### config.mk
export PLATFORM = sky130hd
export DESIGN_NAME = combined_lcg_shuffle_prng_top
export DESIGN_NICKNAME = d
export VERILOG_FILES = /design/src/hdl/clsp_pkg.sv /design/src/hdl/clsp_table.sv /design/src/hdl/combined_lcg_shuffle_prng_top.sv
export SDC_FILE = /design/constraint.sdc
export NUM_CORES = 2
export LEC_CHECK = 0
export BUFFER_PORTS_ARGS = -buffer_cell sky130_fd_sc_hd__buf_4
export CORE_ASPECT_RATIO = 2
export CORE_MARGIN = 8
export CORE_UTILIZATION = 55
export DETAILED_ROUTE_END_ITERATION = 7
export GPL_ROUTABILITY_DRIVEN = 0
export GPL_TIMING_DRIVEN = 0
export PLACE_DENSITY = 0.74
export SLEW_MARGIN = 20
export SYNTH_ARGS = -nofsm -noshare
export SYNTH_HDL_FRONTEND = slang
export SYNTH_SLANG_ARGS = --single-unit
### constraint.sdc
create_clock -name clk -period 7.31 [get_ports clk]
set_clock_uncertainty 0.2 [all_clocks]
set_input_delay 0.731 -clock clk [delete_from_list [all_inputs] [get_ports clk]]
set_output_delay 0.731 -clock clk [all_outputs]
set_load 0.005 [all_outputs]
### src/hdl/clsp_pkg.sv
// Shared types, constants and helper functions for the combined LCG / shuffle PRNG.
// Used by clsp_table and combined_lcg_shuffle_prng_top; depends on nothing else.
package clsp_pkg;

	// Shuffle table geometry
	localparam int TABLE_ENTRIES = 32;
	localparam int IDX_W         = $clog2(TABLE_ENTRIES);
	localparam int WARM_STEPS    = TABLE_ENTRIES + 8;
	localparam int WARM_W        = $clog2(WARM_STEPS);

	// Generator constants
	localparam logic [30:0] MOD_ONE    = 31'd2147483563;
	localparam logic [30:0] MOD_TWO    = 31'd2147483399;
	localparam logic [15:0] MUL_ONE    = 16'd40014;
	localparam logic [15:0] MUL_TWO    = 16'd40692;
	localparam logic [30:0] WRAP_TOP   = 31'd2147483562;
	localparam logic [30:0] SEED_RESET = 31'd123456789;

	// Fold constants: 2^31 - modulus
	localparam logic [7:0] FOLD_ONE = 8'd85;
	localparam logic [7:0] FOLD_TWO = 8'd249;

	// Index divisor: 1 + (MOD_ONE - 2) / TABLE_ENTRIES
	localparam longint      INDEX_DIV_L = 1 + (64'd2147483561 / TABLE_ENTRIES);
	localparam logic [31:0] INDEX_DIV   = 32'(INDEX_DIV_L);

	typedef enum logic [2:0] {
		S_IDLE,
		S_WMUL,
		S_WRED,
		S_DRD,
		S_DRED,
		S_DOUT
	} state_t;

	// Request bundle from the sequencer to the shuffle table
	typedef struct packed {
		logic             rd_en;
		logic [IDX_W-1:0] rd_addr;
		logic             wr_en;
		logic [IDX_W-1:0] wr_addr;
		logic [30:0]      wr_data;
	} tbl_req_t;

	// Product of a 31-bit value with a 16-bit multiplier
	typedef logic [46:0] prod_t;

	// Reduce a product modulo 2^31 - c: hi * c + lo is below twice the modulus
	function automatic logic [30:0] fold_mod(input prod_t p, input logic [7:0] c,
			input logic [30:0] m);
		logic [31:0] sum;
		sum = {1'b0, p[30:0]} + (32'(p[46:31]) * 32'(c));
		if (sum >= {1'b0, m}) begin
			sum = sum - {1'b0, m};
		end
		return sum[30:0];
	endfunction

	// Table index = x / INDEX_DIV, saturated to the last entry
	function automatic logic [IDX_W-1:0] tbl_index(input logic [30:0] x);
		logic [IDX_W-1:0] idx;
		logic [31:0]      thr;
		idx = '0;
		for (int k = 1; k < TABLE_ENTRIES; k++) begin
			thr = 32'(k) * INDEX_DIV;
			if ({1'b0, x} >= thr) begin
				idx = IDX_W'(k);
			end
		end
		return idx;
	endfunction

endpackage

### src/hdl/clsp_table.sv
// Shuffle table: single-port-per-cycle synchronous RAM with per-entry valid bits.
// Entries never written since reset read as zero. Depends on clsp_pkg.
module clsp_table import clsp_pkg::*; (
	input  logic        clk,
	input  logic        arst_n,
	input  tbl_req_t    req,
	output logic [30:0] rd_data
);

	logic [30:0]              mem [TABLE_ENTRIES];
	logic [TABLE_ENTRIES-1:0] vld_q;
	logic [30:0]              rd_data_q;
	logic                     rd_vld_q;

	// Storage and registered read
	always_ff @(posedge clk) begin
		if (req.wr_en) begin
			mem[req.wr_addr] <= req.wr_data;
		end
		if (req.rd_en) begin
			rd_data_q <= mem[req.rd_addr];
		end
	end

	// Valid bits stand in for clearing the table at reset
	always_ff @(posedge clk or negedge arst_n) begin
		if (!arst_n) begin
			vld_q    <= '0;
			rd_vld_q <= 1'b0;
		end else begin
			if (req.wr_en) begin
				vld_q[req.wr_addr] <= 1'b1;
			end
			if (req.rd_en) begin
				rd_vld_q <= vld_q[req.rd_addr];
			end
		end
	end

	assign rd_data = rd_vld_q ? rd_data_q : '0;

	// Sequencer never reads and writes in one cycle, so no forwarding is needed
	a_no_rw_overlap: assert property (@(posedge clk) disable iff (!arst_n)
		!(req.rd_en && req.wr_en))
		else $error("table read and write in the same cycle");

	// A written entry is valid from then on
	a_wr_sets_valid: assert property (@(posedge clk) disable iff (!arst_n)
		req.wr_en |=> vld_q[$past(req.wr_addr)])
		else $error("written entry not marked valid");

endmodule

### src/hdl/combined_lcg_shuffle_prng_top.sv
// Top level of the combined L'Ecuyer generator with Bays-Durham shuffle.
// Holds the sequencer, both generators and the output register; uses clsp_pkg, clsp_table.
//
//  channel  | handshake            | payload
//  ---------+----------------------+--------------------------------
//  input    | in_valid / in_ready  | opcode, seed_value
//  output   | out_valid/ out_ready | random_value, generator_state
//
// A draw request steps through table read, modular fold and output/write-back.
// A reseed request adds 40 warm-up steps of the first generator,
// each a multiply state and a fold state through the first generator's multiplier.
// Reset loads the generators and marks every table entry as zero.
// A new request is taken in the output cycle of the previous one when the
// output register is free; a stalled output holds the sequencer in that cycle.
module combined_lcg_shuffle_prng_top import clsp_pkg::*; (
	input  logic        clk,
	input  logic        arst_n,
	input  logic        in_valid,
	output logic        in_ready,
	input  logic        opcode,
	input  logic [30:0] seed_value,
	output logic        out_valid,
	input  logic        out_ready,
	output logic [30:0] random_value,
	output logic [30:0] generator_state
);

	state_t            state_q, state_d;
	logic [30:0]       g1_q, g2_q, last_q;
	logic [WARM_W-1:0] pos_q;
	prod_t             prod1_s1, prod2_s1;
	logic [IDX_W-1:0]  idx_s1;
	logic [30:0]       rand_q, gstate_q;
	logic              out_valid_q;

	tbl_req_t          tbl_req;
	logic [30:0]       tbl_rd_data;
	logic              in_acc, out_free, dout_adv;
	logic [30:0]       fold1, fold2, seed_eff;
	logic [32:0]       diff_raw;
	logic [32:0]       diff_wrap;
	logic [30:0]       new_out;

	clsp_table u_table (
		.clk     (clk),
		.arst_n  (arst_n),
		.req     (tbl_req),
		.rd_data (tbl_rd_data)
	);

	// Datapath helpers
	assign fold1    = fold_mod(prod1_s1, FOLD_ONE, MOD_ONE);
	assign fold2    = fold_mod(prod2_s1, FOLD_TWO, MOD_TWO);
	assign seed_eff = (seed_value == '0) ? 31'd1 : seed_value;
	assign out_free = !out_valid_q || out_ready;
	assign dout_adv = (state_q == S_DOUT) && out_free;
	assign in_acc   = in_valid && in_ready;

	// Output entry minus second generator, wrapped into 1..WRAP_TOP
	assign diff_raw  = {2'b00, tbl_rd_data} - {2'b00, g2_q};
	assign diff_wrap = diff_raw + {2'b00, WRAP_TOP};
	assign new_out   = (diff_raw[32] || diff_raw == '0) ? diff_wrap[30:0] : diff_raw[30:0];

	// Next state
	always_comb begin
		state_d = state_q;
		case (state_q)
			S_IDLE, S_DOUT: begin
				if (state_q == S_DOUT && !out_free) begin
					state_d = S_DOUT;
				end else if (in_acc) begin
					state_d = opcode ? S_WMUL : S_DRD;
				end else begin
					state_d = S_IDLE;
				end
			end
			S_WMUL: state_d = S_WRED;
			S_WRED: state_d = (pos_q == '0) ? S_DRD : S_WMUL;
			S_DRD:  state_d = S_DRED;
			S_DRED: state_d = S_DOUT;
			default: state_d = S_IDLE;
		endcase
	end

	// Handshake and table requests
	always_comb begin
		in_ready        = 1'b0;
		tbl_req.rd_en   = 1'b0;
		tbl_req.rd_addr = tbl_index(last_q);
		tbl_req.wr_en   = 1'b0;
		tbl_req.wr_addr = idx_s1;
		tbl_req.wr_data = g1_q;
		case (state_q)
			S_IDLE: in_ready = 1'b1;
			S_DOUT: begin
				in_ready      = out_free;
				tbl_req.wr_en = out_free;
			end
			S_WRED: begin
				tbl_req.wr_en   = (pos_q < WARM_W'(TABLE_ENTRIES));
				tbl_req.wr_addr = pos_q[IDX_W-1:0];
				tbl_req.wr_data = fold1;
			end
			S_DRD: tbl_req.rd_en = 1'b1;
			default: ;
		endcase
	end

	// Control and architectural state
	always_ff @(posedge clk or negedge arst_n) begin
		if (!arst_n) begin
			state_q     <= S_IDLE;
			g1_q        <= 31'd1;
			g2_q        <= SEED_RESET;
			last_q      <= '0;
			pos_q       <= '0;
			out_valid_q <= 1'b0;
		end else begin
			state_q <= state_d;
			// Output register fills on a finished draw, empties when taken
			if (dout_adv) begin
				out_valid_q <= 1'b1;
			end else if (out_ready) begin
				out_valid_q <= 1'b0;
			end
			case (state_q)
				S_WRED: begin
					g1_q  <= fold1;
					pos_q <= pos_q - WARM_W'(1);
					if (pos_q == '0) begin
						last_q <= fold1;
					end
				end
				S_DRED: begin
					g1_q <= fold1;
					g2_q <= fold2;
				end
				S_DOUT: begin
					if (out_free) begin
						last_q <= new_out;
					end
				end
				default: ;
			endcase
			// Reseed loads both generators and restarts the warm-up count
			if (in_acc && opcode) begin
				g1_q  <= seed_eff;
				g2_q  <= seed_eff;
				pos_q <= WARM_W'(WARM_STEPS - 1);
			end
		end
	end

	// Pipeline and output payload registers
	always_ff @(posedge clk) begin
		if (state_q == S_WMUL || state_q == S_DRD) begin
			prod1_s1 <= prod_t'(g1_q) * prod_t'(MUL_ONE);
			prod2_s1 <= prod_t'(g2_q) * prod_t'(MUL_TWO);
		end
		if (state_q == S_DRD) begin
			idx_s1 <= tbl_req.rd_addr;
		end
		if (dout_adv) begin
			rand_q   <= new_out;
			gstate_q <= g1_q;
		end
	end

	assign out_valid       = out_valid_q;
	assign random_value    = rand_q;
	assign generator_state = gstate_q;

	// Requests are only taken at a state boundary of the sequencer
	a_accept_state: assert property (@(posedge clk) disable iff (!arst_n)
		in_acc |-> (state_q == S_IDLE || state_q == S_DOUT))
		else $error("request accepted while busy");

	// Folded first generator is always below its modulus
	a_g1_range: assert property (@(posedge clk) disable iff (!arst_n)
		(state_q == S_DRED) |=> (g1_q < MOD_ONE))
		else $error("first generator out of range");

	// Every delivered output lies in 1..WRAP_TOP
	a_out_range: assert property (@(posedge clk) disable iff (!arst_n)
		dout_adv |=> (last_q != '0 && last_q <= WRAP_TOP))
		else $error("output out of range");

	// A stalled output holds the sequencer in its output cycle
	a_stall_hold: assert property (@(posedge clk) disable iff (!arst_n)
		(state_q == S_DOUT && !out_free) |=> (state_q == S_DOUT))
		else $error("sequencer left output cycle while stalled");

endmodule

### Word-level counts from Yosys, hierarchy flattened

Memories as Yosys holds them, arrays and structs flattened. A register that Yosys moved wholly into a read port is not among the register bits.
Cells that the tools add are included.

* $add $sub $neg: 7
* reduce and logical (&&, ||, !) cells: 22
* divide/modulo/power cells: 0
* muxes and demuxes: 62
* multiply operators: 4
* equality and inequality tests: 7
* shifts and indexed selects: 0
* bitwise gates (word level): 1
* magnitude comparators: 37

Operator list (count)
* $ge 31x31->1 const B: 15
* $mux 31: 11
* $ge 31x30->1 const B: 8
* $mux 5: 30
* $ge 31x29->1 const B: 4
* $ge 32x31->1 const B: 2
* $ge 31x28->1 const B: 2
* $pmux 31 s2: 1
* $sub 31x31->31 const B: 2
* $mul 31x15->46 const B: 1
* $mul 31x14->45 const B: 1
* $mux 36: 1
* $logic_not 33->1: 1
* $add 31x23->32: 1
* $add 31x24->32: 1
* $or 32x32->32: 1
* $sub 31x31->32: 1
* $add 31x8->31 const B: 1
* $ge 31x26->1 const B: 1
* $ge 31x27->1 const B: 1
* $logic_not 31->1: 1
* $mul 16x8->24 const B: 1
* $mul 16x7->23 const B: 1
* $pmux 3 s5: 1
* other kinds (23): 50

* memory bits (read-only): 0
* memory bits (writable): 992
* bits in latches: 0
* memories kept: 1
* flip-flop bits (word level): 294
* output and inout port bits: 64

Memories
* u_table.mem: words 32, bits a word 31, rd ports 1, clocked after Yosys merged registers in 1, wr ports 1, line clsp_table.sv:10 `logic [30:0] mem [TABLE_ENTRIES];`

### Logic depth before layout (Yosys ltp)

* depth in word-level cells: 34
* gate-level depth with buffers: 23
* depth with buffers taken out: 23

### Hierarchy

From an unflattened synthesis, not the netlist that was laid out.

* cells, all modules: 5286
* area, all modules: 76311.9 um^2

By module, submodules not included
* clsp_table: seq. area each 31545.3 um^2, times used 1, cells each 1625, area each 40157.3 um^2
* combined_lcg_shuffle_prng_top: seq. area each 7318.3 um^2, times used 1, cells each 3661, area each 36154.7 um^2

### Worst setup path before layout

OpenSTA, ideal clock, no wires.

* kind: register to register
* start: register prod1_s1[32]
* end: memory u_table.mem[0][22], data pin
* stages on the path, launching flop included: 20
* arrival time: 6638 ps
* clock period less this slack: 7292 ps
* path buffers: 0
* data required time: 6656 ps
* path slack: 18 ps
* library setup time: 454 ps
* path through: edfxtp_1 -> ha_1 -> inv_1 -> fa_1 -> fa_1 -> inv_1 -> fa_1 -> ha_1 -> and3_1 -> a221oi_1 -> xor2_1 -> nand4bb_1 -> nor4_2 -> nand3b_2 -> nand2b_4 -> or4_4 -> o31ai_4 -> nand3_1 -> xor2_1 -> o21ai_0

RTL lines
* from (decl): line combined_lcg_shuffle_prng_top.sv:31 `prod_t prod1_s1, prod2_s1;`
* from (signal assigned): line combined_lcg_shuffle_prng_top.sv:157 `prod1_s1 <= prod_t'(g1_q) * prod_t'(MUL_ONE);`
* to (decl): line clsp_table.sv:10

==> flow_summary.json <==
{
  "synth_common_cells": "1222 x nand2_1, 1181 x edfxtp_1, 570 x inv_1",
  "clock.fmax_mhz": 137,
  "dp_cells": 8841,
  "setup_viol": 0,
  "die_w_um": 282,
  "status": "finished with violations",
  "final_antenna_net_count": 0,
  "initialDrtViolationCount": 6188,
  "synth_area_leader_cell": "edfxtp_1",
  "drc_errors": 11,
  "crit_path_max_incr_delay_ps": 660,
  "grt_pass1_wl_um": 370000,
  "clk_latency_ps": 760,
  "root_buffer": "clkbuf_16",
  "async_reset_ff_frac": 0.103,
  "wirelength_um": 255000,
  "ios": 100,
  "antenna_found_initial": 11,
  "tightestPinTransition_ps": 1280,
  "synth_area_mm2": 0.0778,
  "initial_utilization": 0.552,
  "drv_cap": 0,
  "clk_pin_slew_ps": 70,
  "die_h_um": 548,
  "synth.area.top_cells": "edfxtp_1 46%, fa_1 12%, ha_1 7.8%",
  "drv_slew": 0,
  "grt_remaining_overflow": 0,
  "grt_max_degree": 77,
  "cts_tree": "yes",
  "nNetsFinal": 8122,
  "yosysMostFrequentCell": "nand2_1",
  "ys_seq_elements": 1316,
  "place_hpwl_um": 193000,
  "hold_violations": 0,
  "crit_top_cell": "fa_1",
  "syn_avg_cell_area_um2": 11.4,
  "r2r_slack_ps": 20,
  "critPathMaxFanout": 19,
  "min_period_ps": 7290,
  "postSynthCellCount": 6803,
  "dieArea_mm2": 0.154,
  "dpl_cell_area_mm2": 0.0831,
  "globalRouteMet1Util": 0.314,
  "drive_gt1_frac": 0.108,
  "yosys_warnings": 0,
  "grt_use_met3": 0.0721,
  "grt_pass1_vias": 59700,
  "stdcell_count": 9132,
  "port_buffers": 99,
  "cp_cell_sequence": "ha_1 > inv_1 > fa_1 > fa_1 > inv_1 > fa_1 > ha_2 > and3_1 > a221oi_2 > xor2_2 > nand4bb_1 > nor4_4 > nand3b_4 > nand2b_4 > or4_4 > o31a_1 > o31ai_1 > o21ai_4 > buf_16",
  "cts_buffers": 107,
  "cp_data_required_time_ps": 7580,
  "cp.arrival_ps": 7560,
  "final_cell_area_mm2": 0.0884,
  "path_class": "reg -> reg",
  "grt_usage": 0.327,
  "violations": "DRC",
  "avgRoutedWirePerCell_um": 28.0,
  "worstSetupStartpointType": "flip-flop",
  "use_met2": 0.563,
  "synth-edff-count": 1181,
  "hold_path_class": "in -> reg",
  "crit_path_end_kind": "flip-flop",
  "first_pass_iters": 8,
  "post-place-ws_ps": -593,
  "slew_headroom": 0.140,
  "yosysTopAreaCellShare": 0.456,
  "ys_types": 115,
  "synth_seq_area_share": 0.500,
  "top_usage_layer": "met2",
  "htree_num_levels": 3,
  "cts_buffer_depth": 3,
  "core_mm2": 0.141,
  "cts_sinks": 1316,
  "routed_via_density": 6.33,
  "num_vias": 57800,
  "fin_crit_sh": 0.997,
  "rows": 195,
  "synth_ff_type": "edfxtp_1",
  "worst_slack_ps": 19.2,
  "crit_slowest_cell": "o31ai_1",
  "syn_nets": 7769,
  "synthToLayoutAreaGrowth_pct": 13.7
}
-- layout make-up --
type / instances / area (um2)
antenna: 10 / 25.0
buffer: 294 / 1200
clock buffer: 114 / 2740
clock inverter: 90 / 1030
fill: 10400 / 52400
inverter: 572 / 2150
multi-input combinational: 4620 / 36800
sequential: 1316 / 38900
tap: 1871 / 2340
timing repair buffer: 245 / 3260
-- timing repair --
| item | CTS | global route |
|---|---|---|
| gates resized for setup | 44 | 66 |
| gates cloned | 0 | 1 |
| hold buffers | 1 | 0 |
| pin swaps | 12 | 24 |
| endpoints found under the hold margin | 46 | 0 |
| buffers inserted | 29 | 45 |
| setup endpoints to repair | 794 | 853 |
-- worst max-delay path, delay by kind of cell (launching register included) --
kind	cells	cell delay, ps
compound gates	4	1750
xor+xnor	1	190
fa+ha+maj	5	2300
buf+inv	3	420
flops	1	530
simple gates	6	1590
-- metal layers --
| metal | vias up | share of wire |
|---|---|---|
| met2 | 3381 | 0.49 |
| met1 | 28100 | 0.29 |
| met3 | 1304 | 0.087 |
| li1 | 25000 | - |
| met4 | 8 | 0.13 |
| met5 | - | 0.00068 |
-- registers in the layout, indices dropped and copies added (netlist names) --
| name | flops |
|---|---|
| out_valid | 1 |
| prod1_s1 | 46 |
| last_q | 30 |
| g1_q | 31 |
| pos_q | 6 |
| idx_s1 | 5 |
| random_value | 31 |
| u_table.rd_data_q | 31 |
| prod2_s1 | 45 |
| u_table.mem | 992 |
| u_table.vld_q | 32 |
| state_q | 3 |
| generator_state | 31 |
| u_table.rd_vld_q | 1 |
| g2_q | 31 |
-- cell families (layout without fill, tap and decap cells) --
| family | count (synthesis) | after routing | synth area share |
|---|---|---|---|
| muxes | 31 | 31 | 0.00407 |
| adders and majority gates | 930 | 930 | 0.193 |
| AOI/OAI and AO/OA | 1154 | 1154 | 0.0991 |
| other | 0 | 10 | 0 |
| and+or+nand+nor | 2307 | 2307 | 0.139 |
| DFF | 1316 | 1316 | 0.500 |
| xor gates and xnor gates | 198 | 198 | 0.0225 |
| buffers and inverters | 867 | 1315 | 0.0429 |
-- stage by stage --
stage	utilization	TNS (ps)	hold WS (ps)
2_1_floorplan	-	0	235
3_3_place_gp	0.574	-2843420	251
3_5_place_dp	0.590	-111780	253
4_1_cts	0.621	0	16.9
5_1_grt	0.628	-12580	47.9
6_report	0.628	0	56.8
-- final timing paths --
kind | from | endpoint | cells past startpoint
worst min-delay path | in_valid | state_q[0]$_DFF_PN0_ | 3
worst min register to register | u_table.vld_q[10]$_DFFE_PN0P_ | u_table.vld_q[10]$_DFFE_PN0P_ | 1
worst max-delay path | prod1_s1[32]$_DFFE_PP_ | u_table.mem[26][5]$_DFFE_PP_ | 19
max in group asynchronous | arst_n | u_table.vld_q[21]$_DFFE_PN0P_ | 3
worst max register to register | prod1_s1[32]$_DFFE_PP_ | u_table.mem[26][5]$_DFFE_PP_ | 19
min in group asynchronous | arst_n | g1_q[28]$_DFFE_PN0P_ | 2
-- cells in the final DEF (no fill, tap or decap), types with 45 or more instances in the layout --
| cell type | instances |
|---|---|
| nor4_1 | 57 |
| a21o_1 | 69 |
| nand2_1 | 1218 |
| edfxtp_1 | 1181 |
| and3_1 | 283 |
| or2_2 | 55 |
| buf_2 | 54 |
| ha_1 | 481 |
| a31oi_1 | 277 |
| clkbuf_1 | 220 |
| xnor2_1 | 107 |
| fa_1 | 447 |
| a21oi_1 | 173 |
| and2_1 | 57 |
| clkbuf_16 | 109 |
| o21ai_0 | 110 |
| buf_4 | 154 |
| o22ai_1 | 119 |
| inv_1 | 570 |
| nand3_1 | 95 |
| o211ai_1 | 45 |
| buf_12 | 45 |
| nor3_1 | 73 |
| dfrtp_1 | 100 |
| xor2_1 | 68 |
| nor2_1 | 207 |
Power is not shown: default switching activity piles up to over one toggle a cycle in this logic, so the estimate is an artifact.
